==> src/design/hld_pkg.sv <==
// Shared types, constants and the Q1.14 sine/cosine lookup for the line detector.
// Used by hld_front, hld_back, hld_emit and hough_line_detector; depends on nothing.
`default_nettype none

package hld_pkg;

  localparam logic [7:0] WHITE = 8'hFF;
  localparam int Q14_HALF = 8192;
  localparam int ARM_LEN = 1000;

  localparam int QSINE [91] = '{
        0,   286,   572,   857,  1143,  1428,  1713,  1997,  2280,  2563,
     2845,  3126,  3406,  3686,  3964,  4240,  4516,  4790,  5063,  5334,
     5604,  5872,  6138,  6402,  6664,  6924,  7182,  7438,  7692,  7943,
     8192,  8438,  8682,  8923,  9162,  9397,  9630,  9860, 10087, 10311,
    10531, 10749, 10963, 11174, 11381, 11585, 11786, 11982, 12176, 12365,
    12551, 12733, 12911, 13085, 13255, 13421, 13583, 13741, 13894, 14044,
    14189, 14330, 14466, 14598, 14726, 14849, 14968, 15082, 15191, 15296,
    15396, 15491, 15582, 15668, 15749, 15826, 15897, 15964, 16026, 16083,
    16135, 16182, 16225, 16262, 16294, 16322, 16344, 16362, 16374, 16382,
    16384
  };

  typedef struct packed {
    logic       vote;
    logic       eof;
    logic [7:0] row;
    logic [7:0] col;
  } job_t;

  typedef struct packed {
    logic found;
    logic last;
    logic dropped;
  } ctrl_t;

  function automatic logic signed [15:0] sin_q14(input logic [8:0] deg);
    int d;
    int v;
    d = (int'(deg) >= 360) ? int'(deg) - 360 : int'(deg);
    if (d <= 90) begin
      v = QSINE[d];
    end else if (d <= 180) begin
      v = QSINE[180 - d];
    end else if (d <= 270) begin
      v = -QSINE[d - 180];
    end else begin
      v = -QSINE[360 - d];
    end
    return 16'(v);
  endfunction

  function automatic logic signed [15:0] cos_q14(input logic [8:0] deg);
    logic [9:0] e;
    e = {1'b0, deg} + 10'd90;
    if (e >= 10'd360) begin
      e = e - 10'd360;
    end
    return sin_q14(e[8:0]);
  endfunction

endpackage

`default_nettype wire

==> src/design/hld_front.sv <==
// Front end: accepts pixels, classifies them as voting or not, and queues jobs.
// Depends on hld_pkg.
`default_nettype none

module hld_front #(
  parameter int MAX_ROWS = 256,
  parameter int MAX_COLS = 256
) (
  input  wire logic          clk,
  input  wire logic          rst,
  input  wire logic          push,
  output logic               full,
  input  wire logic [7:0]    pixel_value,
  input  wire logic [7:0]    pixel_row,
  input  wire logic [7:0]    pixel_col,
  input  wire logic          end_of_frame,
  output logic               job_valid,
  output hld_pkg::job_t      job,
  input  wire logic          job_pop
);

  hld_pkg::job_t q0, q1, nj;
  logic [1:0] cnt;
  logic do_push;

  assign full = (cnt == 2'd2);
  assign do_push = push && !full;
  assign job_valid = (cnt != 2'd0);
  assign job = q0;

  always_comb begin
    nj.vote = (pixel_value == hld_pkg::WHITE) && (32'(pixel_row) < MAX_ROWS)
              && (32'(pixel_col) < MAX_COLS);
    nj.eof = end_of_frame;
    nj.row = pixel_row;
    nj.col = pixel_col;
  end

  always_ff @(posedge clk) begin
    if (rst) begin
      cnt <= 2'd0;
    end else begin
      case ({do_push, job_pop})
        2'b10: cnt <= cnt + 2'd1;
        2'b01: cnt <= cnt - 2'd1;
        default: cnt <= cnt;
      endcase
    end
  end

  always_ff @(posedge clk) begin
    case ({do_push, job_pop})
      2'b10: begin
        if (cnt == 2'd0) begin
          q0 <= nj;
        end else begin
          q1 <= nj;
        end
      end
      2'b01: begin
        q0 <= q1;
      end
      2'b11: begin
        if (cnt == 2'd1) begin
          q0 <= nj;
        end else begin
          q0 <= q1;
          q1 <= nj;
        end
      end
      default: begin
        q0 <= q0;
      end
    endcase
  end

endmodule

`default_nettype wire

==> config.mk <==
export PLATFORM = sky130hd
export DESIGN_NAME = hld_front
export DESIGN_NICKNAME = d
export VERILOG_FILES = /design/src/design/hld_pkg.sv /design/src/design/hld_front.sv
export SDC_FILE = /design/constraint.sdc
export NUM_CORES = 1
export LEC_CHECK = 0
export ABC_AREA = 0
export BUFFER_PORTS_ARGS = -buffer_cell sky130_fd_sc_hd__clkbuf_2
export CAP_MARGIN = 25
export CORE_MARGIN = 2
export CORE_UTILIZATION = 29
export CTS_CLUSTER_DIAMETER = 50
export DETAILED_ROUTE_END_ITERATION = 12
export SLEW_MARGIN = 25
export SYNTH_ARGS = -nofsm -noshare
export SYNTH_HDL_FRONTEND = slang
export SYNTH_SLANG_ARGS = --single-unit
==> constraint.sdc <==
create_clock -name clk -period 3.1 [get_ports clk]
set_input_delay 0.155 -clock clk [delete_from_list [all_inputs] [get_ports clk]]
set_output_delay 0.155 -clock clk [all_outputs]
set_load 0.02 [all_outputs]
# Word-level counts from Yosys, hierarchy flattened
# Cells that the tools add are included.
# totals
elab_cells	36
regBits	38
out_inout_bits	20
# classes
n_eq_ne	9
n_addsub	2
mux	7
n_reduce_logical	9
# ops
cell	n
18-bit 2-to-1 mux	4
18-bit case mux with 3 select lines	1
18-bit case mux with 2 select lines	1
8-bit == test (second input constant)	1
2-bit == test (second input constant)	3
2-bit inequality test (second input constant)	3
2-bit nonzero test	3
2-bit by 1-bit == test with 1-bit output (second input constant)	2
2-bit case mux with 2 select lines	1
3-bit AND reduction	1
3-bit nonzero test	1
2-bit by 1-bit adder with 2-bit output (second input constant)	1
2-bit zero test	1
2-bit AND reduction	1
2-bit by 1-bit subtractor with 2-bit output (second input constant)	1
1-bit logical AND	1
1-bit zero test	1

# Logic depth before layout (Yosys ltp)
# Gate-level depths: netlist of run 1.
# depth
ltp_word	6
mapped_depth	9
ltp_nobuf	8

# Worst setup path before layout of run 1
# No wires, ideal clock.
# synth_timing
path_type	reg-to-reg
start	reg cnt[0]
end	reg q1[0] in the netlist's numbering (enable)
setup_slack_ns	0.497
path_stages_with_launch	7
arrival_time_ns	2.204
period_less_slack_ns	2.603
required_ns	2.701
setup_ns	0.399
path_cell_list	dfxtp_1 -> inv_1 -> ha_1 -> nor2b_1 -> ha_1 -> o21ai_0 -> a21oi_1
# synth_via
elab_chain_len	6
# synth_lines
item	line	source
start: declaration	hld_front.sv:23	logic [1:0] cnt;
start signal: assignment	hld_front.sv:44	2'b10: cnt <= cnt + 2'd1;
start signal: assignment	hld_front.sv:45	2'b01: cnt <= cnt - 2'd1;
start signal: assignment	hld_front.sv:46	default: cnt <= cnt;
2-bit == test *	hld_front.sv:26	assign full = (cnt == 2'd2);
net full	hld_front.sv:12	output logic full,
1-bit zero test *	hld_front.sv:27	assign do_push = push && !full;
1-bit logical AND *	hld_front.sv:27	
2-bit == test	hld_front.sv:52	case ({do_push, job_pop})
2-bit inequality test (no line) or 2-bit nonzero test (tied branches)	n/a	
3-bit AND reduction (no line) *	n/a	
end signal: assignment	hld_front.sv:57	q1 <= nj;
end signal: assignment	hld_front.sv:68	q1 <= nj;
end: declaration	hld_front.sv:22	hld_pkg::job_t q0, q1, nj;
# The timed path passes the listed nets; every way through them passes the cells marked *.
# A chain may end at the register's enable or synchronous reset.

# Worst setup path in the final report of run 1
# layout_timing
start	reg cnt[0]
end	reg q0, in the netlist job[10], data pin
# layout_via
elab_chain_len	5
# layout_lines
item	line	source
2-bit == test	hld_front.sv:26	
1-bit zero test	hld_front.sv:27	
1-bit logical AND	hld_front.sv:27	
2-bit == test or 2-bit by 1-bit == test with 1-bit output (tied branches)	hld_front.sv:52	
18-bit case mux with 3 select lines *	hld_front.sv:52	
end signal: assignment	hld_front.sv:55	q0 <= nj;
end signal: assignment	hld_front.sv:61	q0 <= q1;
end signal: assignment	hld_front.sv:65	q0 <= nj;
end: declaration	hld_front.sv:22	
# Mark *: on every way between the ends. The rest lies on a longest branch, timed or not.

==> results.toml, run 1 <==
[outcome]
status = "finished, final reports clean"

[global_routing]
overflow = 0
grt_start_max_net_pins = 19
antenna_found_initial = 0
grt_first_pass_wirelength_um = 4491
grt_pass1_vias = 948
grt_util_all_layers = 0.1009

[yosys]
yosysWarnings = 0
ys_ff_latch = 38
synth_cells = 89
syn_area_um2 = 1533
ys_seq_area_frac = 0.7314
syn_nets = 125
yosysUniqueCellTypes = 20
avgSynthCellArea_um2 = 17.22

[sta]
maxSlewHeadroom = 0.4875
fin_crit_sh = 0.7342
timing.fmax_mhz = 439.4
hold_viol = 0
fin_skew_ns = 0.001278
tightest_slew_ns = 0.7686
drv_slew = 0
finalSetupViolations = 0
period_minus_slack_ns = 2.276
tns_ns = 0
rsz0062_at_grt = "false"

[critical_path]
critPathRequiredTime_ns = 3.25
critPathKind = "flip-flop to flip-flop"
crit_path_max_fanout = 18
arrival_ns = 2.43
end_kind = "flip-flop"
start_kind = "flip-flop"

[floorplan]
boundaryPins = 49
dieArea_um2 = 5883
initial_core_util = 0.3001
core-area_um2 = 5107
die_w_um = 76.70
die-height_um = 76.70
rows = 26

[placement]
io_buffers = 48
place_hpwl_um = 2038
gp_routability_congestion = 0.7563

[cts]
cts_setup_buffers = 0
ctsHoldBuffers = 0
cts_resized = 0
ctsLongestPathBuffers = 2
tritoncts = "done"
clkTransAtPathRegs_ns = 0.07
numCtsBuffers = 5
clock-sinks = 38
cts_root_buffer = "clkbuf_8"
clock_latency_ns = 0.28
h-tree-depth = 2

[route]
ant_nets = 0
totalWireLength_um = 2754
dr.pass1.iters = 4
avgRoutedWirePerCell_um = 12.87
drcViolationCount = 0
vias = 904
viasPerCell = 4.224
drt_iter0_markers = 63

[pwr]
power.density_nw_per_um2 = 722.0
leakage_nw = 0.7997
ir_worst_vdd_uv = 229.8

[worst_hold_path]
holdCritPathClass = "primary input to flip-flop"

[run]
cap_violations = 0

[final_layout]
final_util = 0.3780
final_cell_mix = "clkbuf_2 (48), edfxtp_1 (36), a22o_1 (10), a22o_2 (8), ha_1 (7)"
num_antenna_cells = 0
fillerInstances = 484
finalNetCount = 179
final_common_cell = "clkbuf_2"
area.growth.synth_to_final_pct = 25.96
drive_gt1_frac = 0.4653
[synth_stat cells]
cell,n,area [µm²]
a22o_1,10,87.58
inv_1,6,22.52
a22o_2,8,80.08
nor3_1,1,5.000
buf_8,1,15.01
nand2_1,2,7.510
nand4_1,2,12.51
a211oi_1,1,7.510
nor2_1,3,11.26
ha_1,7,87.58
xor2_1,2,17.52
o21ai_0,1,5.000
buf_4,1,7.510
o21ai_2,1,8.760
buf_6,1,11.26
dfxtp_1,2,40.04
nor2b_1,1,6.260
a21oi_1,2,10.01
a31o_1,1,8.760
edfxtp_1,36,1081
[report_power, final]
group	internal, mW	switching (mW)
registers	0.692	0.0270
clock network	0.154	0.157
logic	0.130	0.233
[stage by stage]
step | setup slack (ns) | hold WS [ns] | area, µm² | power (mW) | instances
6_report | 0.8240 | 0.05345 | 1931 | 1.394 | 214
5_1_grt | 0.6552 | 0.05502 | 1931 | 1.471 | 214
2_1_floorplan | 0.4972 | 0.2274 | 1533 | 0.9806 | 89
4_1_cts | 0.7965 | 0.04079 | 1931 | 1.414 | 214
3_3_place_gp | 0.9610 | 0.3432 | 1849 | 1.090 | 206
3_5_place_dp | 0.8173 | 0.3490 | 1849 | 1.101 | 206
[cell type report]
class / count / area [µm²] / area share
Clock buffer: 6 / 72.57 / 0.03759
Clock inverter: 2 / 8.758 / 0.004537
Inverter: 6 / 22.52 / 0.01167
Multi-Input combinational cell: 42 / 362.8 / 0.1879
Sequential cell: 38 / 1121 / 0.5807
Tap cell: 70 / 87.58 / 0.04537
Timing Repair Buffer: 50 / 255.2 / 0.1322
[state kept, by name (all words and copies together) (netlist names)]
| signal | flops |
|---|---|
| q1 | 18 |
| job | 18 |
| cnt | 2 |
[cells by family (layout without fill, tap and decap cells)]
group           after synthesis  after routing  synth area share
fa+ha+maj                     7              7           0.05714
flops                        38             38            0.7314
buf+inv                       9             64           0.03673
simple gates                  9              9           0.02775
compound gates               24             24            0.1355
xor+xnor                      2              2           0.01143
[routing by layer]
layer  track usage  share of wire  vias to the layer above
met5             0              0                        -
li1              -              -                      454
met1        0.1120           0.41                      410
met3       0.03647          0.069                        7
met4       0.05455          0.026                        0
met2        0.1684           0.49                       33
[final timing paths]
path	startpoint	to	slack, ns	cells past startpoint
worst min-delay path	rst	cnt[0]	0.05	2
worst max register to register	cnt[0]	job[10]	0.82	7
worst min register to register	cnt[1]	cnt[1]	0.52	2
worst max-delay path	cnt[0]	job[10]	0.82	7
[critical path, stage by stage, from the launching register on]
cell     delay [ns]
dfxtp_1        0.36
inv_1          0.07
ha_1           0.21
nor2b_1        0.26
inv_1          0.08
ha_1           0.25
o21ai_2        0.64
a22o_2         0.27
Power figures use the tool's default switching activity.
==> run 2: changes to the inputs <==
clock period = 2.4 ns   (was 3.1 ns; I/O delays follow)
==> results.toml, run 2 (synthesized netlist as in run 1, its figures left out) <==
[outcome]
status = "finished, final reports clean"

[sta]
fin_skew_ns = 0.003465
rsz0062_at_grt = "false"
timing.fmax_mhz = 448.9
tightest_slew_ns = 0.5924
finalSetupViolations = 0
hold_viol = 0
maxSlewHeadroom = 0.6042
period_minus_slack_ns = 2.228
drv_slew = 0
fin_crit_sh = 0.9282

[cts]
clock_latency_ns = 0.28
ctsLongestPathBuffers = 2
h-tree-depth = 2
clock-sinks = 38
numCtsBuffers = 5
tritoncts = "done"
clkTransAtPathRegs_ns = 0.07
cts_root_buffer = "clkbuf_8"

[route]
avgRoutedWirePerCell_um = 13.39
dr.pass1.iters = 4
drcViolationCount = 0
totalWireLength_um = 2866
vias = 951
ant_nets = 0
viasPerCell = 4.444
drt_iter0_markers = 53

[final_layout]
area.growth.synth_to_final_pct = 30.29
fin_area_um2 = 1997
fillerInstances = 502
final_util = 0.3910
drive_gt1_frac = 0.4792
final_common_cell = "clkbuf_2"
num_antenna_cells = 0
final_cell_mix = "clkbuf_2 (48), edfxtp_1 (36), a22o_1 (10), a22o_2 (8), ha_1 (7)"
finalNetCount = 179

[critical_path]
end_kind = "flip-flop"
critPathKind = "flip-flop to flip-flop"
critPathRequiredTime_ns = 2.32
arrival_ns = 2.15
crit_path_max_fanout = 18
start_kind = "flip-flop"

[pwr]
ir_worst_vdd_uv = 401.5
power_frac_seq = 0.456
leakage_nw = 0.8270
switching_share = 0.2764
p_int_mw = 1.475
pwr-share-clk = 0.307
netSwitchingPower_mw = 0.5636
power.density_nw_per_um2 = 1021
power_frac_comb = 0.237

[floorplan]
dieArea_um2 = 5883
initial_core_util = 0.3001
boundaryPins = 49
core-area_um2 = 5107
rows = 26
die_w_um = 76.70
die-height_um = 76.70

[global_routing]
overflow = 0
grt_pass1_vias = 966
grt_first_pass_wirelength_um = 4450
antenna_found_initial = 0
grt_start_max_net_pins = 19
grt_util_all_layers = 0.1004

[worst_hold_path]
holdCritPathClass = "primary input to flip-flop"

[placement]
io_buffers = 48
place_hpwl_um = 2144
gp_routability_congestion = 0.6692
dpl-instance-area_um2 = 1849

[run]
cap_violations = 0
## run 2: changes by cell type in the layout (fill, tap and decap cells not counted), sizes merged
cell    before  now
bufinv       0    2
clkbuf      54   53
clkinv       2    1
## run 2: critical path, cell delays in order, from the launching register on
cell	delay [ns]
dfxtp_1	0.37
inv_1	0.07
ha_1	0.22
nor2b_1	0.26
ha_1	0.33
nor3_1	0.13
a21oi_4	0.49
## run 2: cell type report
cell class	count	area, µm²	area share
inverter	6	22.52	0.01128
sequential	38	1121	0.5614
multi-input combinational	42	377.9	0.1892
clock buffer	5	68.82	0.03446
tap	70	87.58	0.04386
timing repair buffer	50	255.2	0.1278
clock inverter	3	63.81	0.03195
## run 2: repair_timing
action | CTS | global route
gates resized for setup | 1 | 2
endpoints found under the setup margin | 18 | 18
hold buffers | 0 | 0
setup buffers | 0 | 0
cloned | 0 | 0
endpoints found under the hold margin | 0 | 0
## run 2: final timing paths
path	start	to	slack (ns)	cells after the start
max	cnt[0]	job[4]	0.17	6
min	rst	cnt[0]	0.02	2
max reg2reg	cnt[0]	job[4]	0.17	6
min reg2reg	cnt[1]	cnt[1]	0.53	2
## run 2: power by group through the flow
stage               combinational, mW  clock, mW  sequential [mW]
global route                    0.527      0.677            0.940
global placement                0.455          0            0.940
detailed placement              0.480          0            0.948
CTS                             0.488      0.641            0.932
finish                          0.483      0.626            0.930
floorplan                       0.234          0             1.04
## run 2: routing by layer
metal  global-route usage  wire length, µm  up-vias  share of wire
met5                    0                0        -              0
met4              0.06000               56        0          0.020
met3              0.03529              194        4          0.068
met2               0.1851             1568       40           0.55
met1              0.09422             1046      450           0.36
li1                     -                -      457              -
## run 2: through the flow
step,cells,TNS (ns),hold WS (ns),setup slack [ns],total power [mW]
after floorplan,89,0,0.1924,0.1652,1.272
after global placement,206,0,0.2969,0.1434,1.395
after detailed placement,206,-0.5579,0.3129,-0.03133,1.427
after CTS,214,0,0.005533,0.07213,2.061
after global routing,214,0,0.003453,0.03579,2.144
final,214,0,0.01520,0.1724,2.039
