`config.mk`:
```
export PLATFORM = sky130hd
export DESIGN_NAME = hld_emit
export DESIGN_NICKNAME = d
export VERILOG_FILES = /design/src/design/hld_pkg.sv /design/src/design/hld_emit.sv
export SDC_FILE = /design/constraint.sdc
export NUM_CORES = 2
export LEC_CHECK = 0
export ABC_AREA = 1
export ABC_CLOCK_PERIOD_IN_PS = 17900
export BUFFER_PORTS_ARGS = -buffer_cell sky130_fd_sc_hd__buf_2
export CAP_MARGIN = 40
export CORE_ASPECT_RATIO = 2
export CORE_MARGIN = 2
export CORE_UTILIZATION = 30
export CTS_BUF_LIST = sky130_fd_sc_hd__clkbuf_4
export CTS_CLUSTER_SIZE = 14
export DETAILED_ROUTE_END_ITERATION = 6
export GPL_ROUTABILITY_DRIVEN = 0
export MAX_ROUTING_LAYER = met4
export PLACE_DENSITY_LB_ADDON = 0.1
export SETUP_SLACK_MARGIN = 0.1
export SLEW_MARGIN = 20
export SYNTH_ARGS = -nofsm -noshare
export SYNTH_HDL_FRONTEND = slang
export SYNTH_SLANG_ARGS = --single-unit
export TNS_END_PERCENT = 20
```
`constraint.sdc`:
```
create_clock -name clk -period 17.9 [get_ports clk]
set_clock_uncertainty 0.2 [all_clocks]
set_input_delay 5.37 -clock clk [delete_from_list [all_inputs] [get_ports clk]]
set_output_delay 5.37 -clock clk [all_outputs]
set_load 0.05 [all_outputs]
```
`src/design/hld_pkg.sv`:
```
// Shared types, constants and the Q1.14 sine/cosine lookup for the line detector.
// Used by hld_front, hld_back, hld_emit and hough_line_detector; depends on nothing.
`default_nettype none

package hld_pkg;

  localparam logic [7:0] WHITE = 8'hFF;
  localparam int Q14_HALF = 8192;
  localparam int ARM_LEN = 1000;

  localparam int QSINE [91] = '{
        0,   286,   572,   857,  1143,  1428,  1713,  1997,  2280,  2563,
     2845,  3126,  3406,  3686,  3964,  4240,  4516,  4790,  5063,  5334,
     5604,  5872,  6138,  6402,  6664,  6924,  7182,  7438,  7692,  7943,
     8192,  8438,  8682,  8923,  9162,  9397,  9630,  9860, 10087, 10311,
    10531, 10749, 10963, 11174, 11381, 11585, 11786, 11982, 12176, 12365,
    12551, 12733, 12911, 13085, 13255, 13421, 13583, 13741, 13894, 14044,
    14189, 14330, 14466, 14598, 14726, 14849, 14968, 15082, 15191, 15296,
    15396, 15491, 15582, 15668, 15749, 15826, 15897, 15964, 16026, 16083,
    16135, 16182, 16225, 16262, 16294, 16322, 16344, 16362, 16374, 16382,
    16384
  };

  typedef struct packed {
    logic       vote;
    logic       eof;
    logic [7:0] row;
    logic [7:0] col;
  } job_t;

  typedef struct packed {
    logic found;
    logic last;
    logic dropped;
  } ctrl_t;

  function automatic logic signed [15:0] sin_q14(input logic [8:0] deg);
    int d;
    int v;
    d = (int'(deg) >= 360) ? int'(deg) - 360 : int'(deg);
    if (d <= 90) begin
      v = QSINE[d];
    end else if (d <= 180) begin
      v = QSINE[180 - d];
    end else if (d <= 270) begin
      v = -QSINE[d - 180];
    end else begin
      v = -QSINE[360 - d];
    end
    return 16'(v);
  endfunction

  function automatic logic signed [15:0] cos_q14(input logic [8:0] deg);
    logic [9:0] e;
    e = {1'b0, deg} + 10'd90;
    if (e >= 10'd360) begin
      e = e - 10'd360;
    end
    return sin_q14(e[8:0]);
  endfunction

endpackage

`default_nettype wire

```
`src/design/hld_emit.sv`:
```
// Result stage: computes line endpoints from theta and rho and holds the result register.
// Depends on hld_pkg.
`default_nettype none

module hld_emit #(
  parameter int TW = 8,
  parameter int RW = 9
) (
  input  wire logic                clk,
  input  wire logic                rst,
  input  wire logic                ln_valid,
  output logic                     ln_ready,
  input  wire logic [TW-1:0]       ln_theta,
  input  wire logic [RW-1:0]       ln_rho,
  input  wire hld_pkg::ctrl_t      ln_ctrl,
  input  wire logic                pop,
  output logic                     empty,
  output logic                     line_found,
  output logic [7:0]               theta_index,
  output logic [8:0]               rho_index,
  output logic signed [11:0]       end1_x,
  output logic signed [11:0]       end1_y,
  output logic signed [11:0]       end2_x,
  output logic signed [11:0]       end2_y,
  output logic                     last_line,
  output logic                     lines_dropped
);

  function automatic logic [11:0] round_sat(input logic signed [31:0] q);
    logic [31:0] mag;
    logic [31:0] v;
    logic [11:0] res;
    mag = q[31] ? 32'(-q) : 32'(q);
    v = (mag + 32'(hld_pkg::Q14_HALF)) >> 14;
    if (q[31]) begin
      res = (v > 32'd2048) ? 12'h800 : 12'(~v + 32'd1);
    end else begin
      res = (v > 32'd2047) ? 12'h7FF : v[11:0];
    end
    return res;
  endfunction

  logic                   s1_v;
  logic [TW-1:0]          s1_theta;
  logic [RW-1:0]          s1_rho;
  hld_pkg::ctrl_t         s1_ctrl;
  logic signed [31:0]     s1_br, s1_ar, s1_ka, s1_kb;
  logic signed [15:0]     ca, sb;
  logic                   ov;
  logic                   out_adv;

  assign ca = hld_pkg::cos_q14(9'(ln_theta));
  assign sb = hld_pkg::sin_q14(9'(ln_theta));
  assign out_adv = !ov || pop;
  assign ln_ready = !s1_v || out_adv;
  assign empty = !ov;

  always_ff @(posedge clk) begin
    if (rst) begin
      s1_v <= 1'b0;
      ov <= 1'b0;
    end else begin
      if (ln_ready) begin
        s1_v <= ln_valid;
      end
      if (out_adv) begin
        ov <= s1_v;
      end
    end
  end

  always_ff @(posedge clk) begin
    if (ln_ready && ln_valid) begin
      s1_theta <= ln_theta;
      s1_rho <= ln_rho;
      s1_ctrl <= ln_ctrl;
      s1_br <= 32'(sb * $signed({1'b0, ln_rho}));
      s1_ar <= 32'(ca * $signed({1'b0, ln_rho}));
      s1_ka <= 32'(ca * 32'sd1000);
      s1_kb <= 32'(sb * 32'sd1000);
    end
    if (out_adv && s1_v) begin
      line_found <= s1_ctrl.found;
      last_line <= s1_ctrl.last;
      lines_dropped <= s1_ctrl.dropped;
      theta_index <= s1_ctrl.found ? 8'(s1_theta) : 8'd0;
      rho_index <= s1_ctrl.found ? 9'(s1_rho) : 9'd0;
      end1_x <= s1_ctrl.found ? round_sat(s1_br + s1_ka) : 12'd0;
      end1_y <= s1_ctrl.found ? round_sat(s1_ar - s1_kb) : 12'd0;
      end2_x <= s1_ctrl.found ? round_sat(s1_br - s1_ka) : 12'd0;
      end2_y <= s1_ctrl.found ? round_sat(s1_ar + s1_kb) : 12'd0;
    end
  end

endmodule

`default_nettype wire

```
=== Word-level counts from Yosys, hierarchy flattened ===
Memories as Yosys holds them, arrays and structs flattened.
Index checks and enable logic that the tools add are counted.
Widths: inputs -> output; s select.

* Memories kept: 7
* Output and inout port bits: 70
* Memory bits (read-only): 28672
* Bits of input ports: 24
* Word-level logic and storage cells: 134
* Flip-flop bits (word level): 212

{| class="wikitable"
|+ Memory list
! name !! depth !! width !! read ports !! clocked after Yosys merged registers in !! wr ports !! line !! text
|-
| (name not given) || 128 || 32 || 1 || 0 || 0 || hld_pkg.sv:46 || <nowiki>v = -QSINE[d - 180];</nowiki>
|-
| (name not given) || 128 || 32 || 1 || 0 || 0 || hld_pkg.sv:44 || <nowiki>v = QSINE[180 - d];</nowiki>
|-
| (name not given) || 128 || 32 || 1 || 0 || 0 || hld_pkg.sv:42 || <nowiki>v = QSINE[d];</nowiki>
|-
| (name not given) || 128 || 32 || 1 || 0 || 0 || hld_pkg.sv:48 || <nowiki>v = -QSINE[360 - d];</nowiki>
|-
| (name not given) || 128 || 32 || 1 || 0 || 0 || hld_pkg.sv:46 ||
|-
| (name not given) || 128 || 32 || 1 || 0 || 0 || hld_pkg.sv:44 ||
|-
| 1 more memories || -- || -- || -- || -- || -- || -- ||
|}

* $add $sub $neg: 27
* Muxes and demuxes: 37
* Bitwise logic cells: 11
* Multipliers: 4
* Magnitude comparators: 22
* Reductions and logical operators: 6

{| class="wikitable"
|+ Operator list
! cell !! count
|-
| $mux 16 || 19
|-
| $ge 32x8->1 const B || 7
|-
| $not 32->32 || 6
|-
| $mux 32 || 5
|-
| $mux 12 || 12
|-
| $add 32x14->32 const B || 4
|-
| $neg 32->32 || 4
|-
| $gt 18x11->1 const B || 4
|-
| $gt 18x12->1 const B || 4
|-
| $add 32x32->32 || 2
|-
| $sub 32x32->32 || 2
|-
| $mul 16x10->26 || 2
|-
| $add 12x1->12 const B || 4
|-
| $mul 16x8->24 const B || 2
|-
| $neg 16->16 || 3
|-
| $not 12->12 || 4
|-
| $le 32x10->1 const B || 1
|-
| $le 32x8->1 const B || 1
|-
| $le 32x9->1 const B || 1
|-
| $not 8->32 || 1
|-
| $sub 10x32->32 const A || 1
|-
| $sub 32x9->32 const B || 1
|-
| $sub 9x32->32 const A || 1
|-
| $ge 9x9->1 const B || 2
|-
| other kinds (11) || 14
|}

=== Longest topological paths before layout ===
* Depth after elaboration: 15
* Gate-level depth with buffers: 75
* Depth with buffers taken out: 69

=== Worst setup path before layout ===
No wires, ideal clock.

* Kind: input-to-reg
* Start: input ln_theta[3]
* End: register s1_ar[30] (data pin)
* Arrival time: 16125 ps
* Path buffers: 8
* Data required time: 17410 ps
* Path slack: 1285 ps
* Stages: 66
* Setup time: 290 ps
* Path through: inv_1 clkbuf_1 clkbuf_1 buf_1 ha_1 nand2_1 nand2_1 nand2_1 nand2_1 inv_1 ha_1 nand2_1 nand2_1 nand3_2 nand2_4 nand2_2 nand2_1 nand2_2 [... 30 more ...] inv_1 fa_1 inv_1 fa_1 inv_1 ha_1 nand2_1 o21ai_0 a21oi_1 inv_1 a21oi_1 o21ai_0 a21oi_1 nor3_1 o211ai_1 o21ai_0 xor2_1 xor2_1

* Cells in the longest elaborated chain, start to end: 15
* Elaborated cells on any way between the ends: 35
* Classes of those cells: add/sub: 8; mul: 1; order compare: 5; mux: 13; bitwise: 4; memory: 4

{| class="wikitable"
|+ RTL lines
! element !! line !! text
|-
| from (decl) || hld_emit.sv:13 || <nowiki>input wire logic [TW-1:0] ln_theta,</nowiki>
|-
| $add 8x7->9 * || hld_pkg.sv:55 || <nowiki>e = {1'b0, deg} + 10'd90;</nowiki>
|-
| $sub 9x9->9 or $ge 9x9->1 (tied branches) || hld_pkg.sv:57, hld_pkg.sv:56 ||
|-
| $mux 9 * || hld_pkg.sv:56 || <nowiki>if (e >= 10'd360) begin</nowiki>
|-
| $sub 9x9->10 or $ge 9x9->1 (tied branches) || hld_pkg.sv:40 || <nowiki>d = (int'(deg) >= 360) ? int'(deg) - 360 : int'(deg);</nowiki>
|-
| $mux 32 * || hld_pkg.sv:40 ||
|-
| $sub 10x32->32 or $sub 32x9->32 (tied branches) || hld_pkg.sv:48, hld_pkg.sv:46 ||
|-
| $not 32->32 (on tied branches) || hld_pkg.sv:48, hld_pkg.sv:46 ||
|-
| $mem_v2 128x32 (on tied branches) || -- ||
|-
| $mux 16 (on tied branches) (2 in a row) || hld_pkg.sv:48, hld_pkg.sv:46 ||
|-
| $neg 16->16 (on tied branches) || hld_pkg.sv:48, hld_pkg.sv:46 ||
|-
| $mux 16 || hld_pkg.sv:45 || <nowiki>end else if (d <= 270) begin</nowiki>
|-
| $mux 16 || hld_pkg.sv:43 || <nowiki>end else if (d <= 180) begin</nowiki>
|-
| $mux 16 * || hld_pkg.sv:41 || <nowiki>if (d <= 90) begin</nowiki>
|-
| $mul 16x10->26 * || hld_emit.sv:78 || <nowiki>s1_ar <= 32'(ca * $signed({1'b0, ln_rho}));</nowiki>
|-
| to (signal assigned) || hld_emit.sv:78 ||
|-
| to (decl) || hld_emit.sv:47 || <nowiki>logic signed [31:0] s1_br, s1_ar, s1_ka, s1_kb;</nowiki>
|}

Mark *: on every way between the ends. The rest lies on a longest branch, timed or not. The select of a mux whose other input is x is not followed.
A chain may end at the register's enable or synchronous reset.

=== Final worst setup path ===
* Start: input ln_theta[3]
* End: register s1_ar[30] (data pin)

* Cells in the longest elaborated chain, start to end: 15
* Elaborated cells on any way between the ends: 35
* Classes of those cells: add/sub: 8; mul: 1; order compare: 5; mux: 13; bitwise: 4; memory: 4

{| class="wikitable"
|+ RTL lines
! element !! line !! text
|-
| $add 8x7->9 * || hld_pkg.sv:55 ||
|-
| $sub 9x9->9 or $ge 9x9->1 (tied branches) || hld_pkg.sv:57, hld_pkg.sv:56 ||
|-
| $mux 9 * || hld_pkg.sv:56 ||
|-
| $sub 9x9->10 or $ge 9x9->1 (tied branches) || hld_pkg.sv:40 ||
|-
| $mux 32 * || hld_pkg.sv:40 ||
|-
| $sub 10x32->32 or $sub 32x9->32 (tied branches) || hld_pkg.sv:48, hld_pkg.sv:46 ||
|-
| $not 32->32 (on tied branches) || hld_pkg.sv:48, hld_pkg.sv:46 ||
|-
| $mem_v2 128x32 (on tied branches) || -- ||
|-
| $mux 16 (on tied branches) (2 in a row) || hld_pkg.sv:48, hld_pkg.sv:46 ||
|-
| $neg 16->16 (on tied branches) || hld_pkg.sv:48, hld_pkg.sv:46 ||
|-
| $mux 16 || hld_pkg.sv:45 ||
|-
| $mux 16 || hld_pkg.sv:43 ||
|-
| $mux 16 * || hld_pkg.sv:41 ||
|-
| net ca[1] || hld_emit.sv:48 || <nowiki>logic signed [15:0] ca, sb;</nowiki>
|-
| $mul 16x10->26 * || hld_emit.sv:78 ||
|}

Mark *: on every way through the listed nets, which the timed path passes. The rest lies on a longest branch. The select of a mux whose other input is x is not followed.

==> flow_metrics.tcl <==
set metrics [dict create \
    cp-endpoint "s1_ar[30]$_DFFE_PP_" \
    drive_above_1_share_pct 7.16 \
    ant_nets 0 \
    violations "design-rule violations" \
    vias 44778 \
    netlist_area_um2 43800 \
    first_iter_violations 2904 \
    fp-row-count 198 \
    critPathMaxFanout 20 \
    root_buffer "clkbuf_4" \
    ys_seq_area_share_pct 13.0 \
    syn_to_final_growth_pct 7.65 \
    drv_cap 0 \
    dieArea_um2 149000 \
    postLayoutCellArea_um2 47200 \
    reg2reg_to "end1_x[8]$_SDFFCE_PN0P_" \
    async_flop_share_pct 0 \
    synth_most_common_cell "nand2_1" \
    start_kind "input port" \
    clock-sinks 190 \
    clk_latency_ns 0.81 \
    synth_edf_count 188 \
    synth_seq_cells 190 \
    start_util_pct 30.2 \
    synth.distinct_cells 80 \
    crit_required_ns 18.29 \
    ioPinCount 94 \
    cts_tree "done" \
    post-place-ws_ns 1.27 \
    grt_usage_pct 27.5 \
    htreeDepth 4 \
    synth_top_area_share_pct 16.5 \
    worst_pin_slew_ns 0.939 \
    status "finished with violations" \
    critPathLaunch "ln_theta[3]" \
    syn_area_per_cell_um2 6.71 \
    postSynthCellCount 6529 \
    rr_worst_depth 29 \
    path_common_cell "nand2_1" \
    r2r_slack_ns 11.61 \
    fmax_mhz 62.4 \
    antenna_found_initial 5 \
    die_w_um 274 \
    core_um2 145000 \
    fin_ws_ns 1.86 \
    nNetsFinal 7333 \
    slew_viol_final 0 \
    rsz0062_at_grt "false" \
    clockBufferDepth 3 \
    synth_nets 7307 \
    synth_area_leaders "fa_1 (17%), edfxtp_1 (13%), nand2_1 (13%)" \
    synthFlopType "edfxtp_1" \
    grt_max_degree 68 \
    cts-resized-gates 0 \
    overflow 0 \
    drcViolationCount 7 \
    hold_buffers 0 \
    end_kind "flop" \
    wl_per_cell_um 23.7 \
    synth_largest_area_cell "fa_1" \
    final-hold-violation-count 0 \
    fin_crit_sh_pct 89.6 \
    dpl_cell_area_um2 46800 \
    yosysWarnings 0 \
    io_buffer_count 93 \
    worst_path_max_delay_cell "o21ai_0" \
    fin_setup_tns_ns 0 \
    grt_pass1_vias 46384 \
    cts_made_buffers 25 \
    setup_viol 0 \
    die_h_um 544 \
    crit_arrival_ns 16.43 \
    dp_hpwl_um 165000 \
    path_class "in2reg" \
    grt_pass1_wl_um 293000 \
    path_clk_slew_ns 0.18 \
    hold_path.class "reg2reg" \
    wirelength_um 200000 \
    drtPass1Iterations 7 \
    relSlewSlack_pct 36.7 \
    slowest_delay_ns 0.72 \
    synth_common_cells "nand2_1 (1474), inv_1 (1056), nor2_1 (700)" \
    reg2reg_from "s1_ka[3]$_DFFE_PP_" \
    avgViaCountPerCell 5.29 \
    fin_util_pct 32.5 \
    fin_crit_ns 16.04 \
    cts_setup_buffers 0 \
]
[cells in the final DEF, fill, tap and decap left out, drive strengths merged, types with 8 or more instances in the layout]
cell | Yosys | final
clkbuf | 154 | 26
a221o | 9 | 9
o221ai | 26 | 26
nor4 | 11 | 11
xnor2 | 41 | 41
fa | 362 | 362
a21o | 9 | 9
a21oi | 382 | 382
o311ai | 18 | 18
nor2 | 737 | 737
nand4 | 61 | 61
a221oi | 8 | 8
o22ai | 30 | 30
edfxtp | 188 | 188
o21ai | 421 | 421
xor2 | 172 | 172
inv | 1104 | 1105
nand3 | 436 | 436
clkinv | 8 | 12
buf | 103 | 255
o211ai | 72 | 72
o31ai | 18 | 18
or2 | 22 | 22
a211oi | 9 | 9
nand3b | 20 | 20
nand2 | 1514 | 1514
ha | 392 | 392
o2111ai | 9 | 9
nor3 | 61 | 61
o21bai | 28 | 28
a21boi | 19 | 19
a31oi | 46 | 46
[worst max-delay path: cells and delay by family]
kind,cells,cell delay [ns]
xor gates and xnor gates,2,0.33
and+or+nand+nor,22,2.44
buffers and inverters,12,1.53
muxes,1,0.06
adders and majority gates,10,3.46
AOI/OAI and AO/OA,12,3.20
[per-layer routing]
metal / GRT usage (%) / vias up / part of all wire, %
met4: 26.4 / 0 / 12
met2: 51.9 / 1686 / 53
met5: - / - / 0
met3: 3.44 / 876 / 4.5
li1: - / 21073 / -
met1: 22.7 / 21143 / 30
[cell families after synthesis]
kind of cell             synth area share [%]
AND/OR/NAND/NOR                          27.7
buffers and inverters                    12.2
AO/OA/AOI/OAI                            15.1
adder cells (fa/ha/maj)                  27.7
XOR/XNOR                                 4.29
flip-flops                               13.0
multiplexers                           0.0228
[sequential cells by signal, summed over array words and instances, names as in the netlist]
signal / flops
rho_index: 9
end1_y: 12
s1_kb: 24
lines_dropped: 1
s1_v: 1
s1_ka: 24
last_line: 1
s1_rho: 9
s1_ctrl: 3
s1_theta: 8
s1_ar: 26
line_found: 1
ov: 1
theta_index: 8
s1_br: 26
end2_y: 12
end2_x: 12
end1_x: 12
[how the worst min path moves through the flow]
| stage | start | endpoint | slack (ns) | cells past startpoint |
|---|---|---|---|---|
| floorplan | s1_ctrl[1]$_DFFE_PP_ | last_line$_DFFE_PP_ | 0.20 | 0 |
| global placement | s1_ctrl[1]$_DFFE_PP_ | last_line$_DFFE_PP_ | 0.21 | 0 |
| detailed placement | s1_ctrl[1]$_DFFE_PP_ | last_line$_DFFE_PP_ | 0.22 | 0 |
| CTS | s1_ctrl[1]$_DFFE_PP_ | last_line$_DFFE_PP_ | 0.26 | 0 |
| global route | s1_ctrl[0]$_DFFE_PP_ | lines_dropped$_DFFE_PP_ | 0.27 | 0 |
| finish | s1_ctrl[1]$_DFFE_PP_ | last_line$_DFFE_PP_ | 0.25 | 0 |
[final cells by class]
class / instances / area, um^2
fillers: 16254 / 98000
multi-input cells: 4970 / 32800
clock inverters: 8 / 72.6
inverters: 1112 / 4190
repair buffers: 256 / 1810
flip-flops and latches: 190 / 5690
well taps: 1900 / 2380
diodes: 7 / 17.5
clock buffers: 25 / 188
[per-stage QoR]
stage / cells / hold slack [ns]
2_1_floorplan: 6529 / 0.200
3_3_place_gp: 8414 / 0.209
3_5_place_dp: 8425 / 0.219
4_1_cts: 8458 / 0.256
5_1_grt: 8464 / 0.268
6_report: 8468 / 0.247
Power is not shown: default switching activity piles up to over one toggle a cycle in this logic, so the estimate is an artifact.
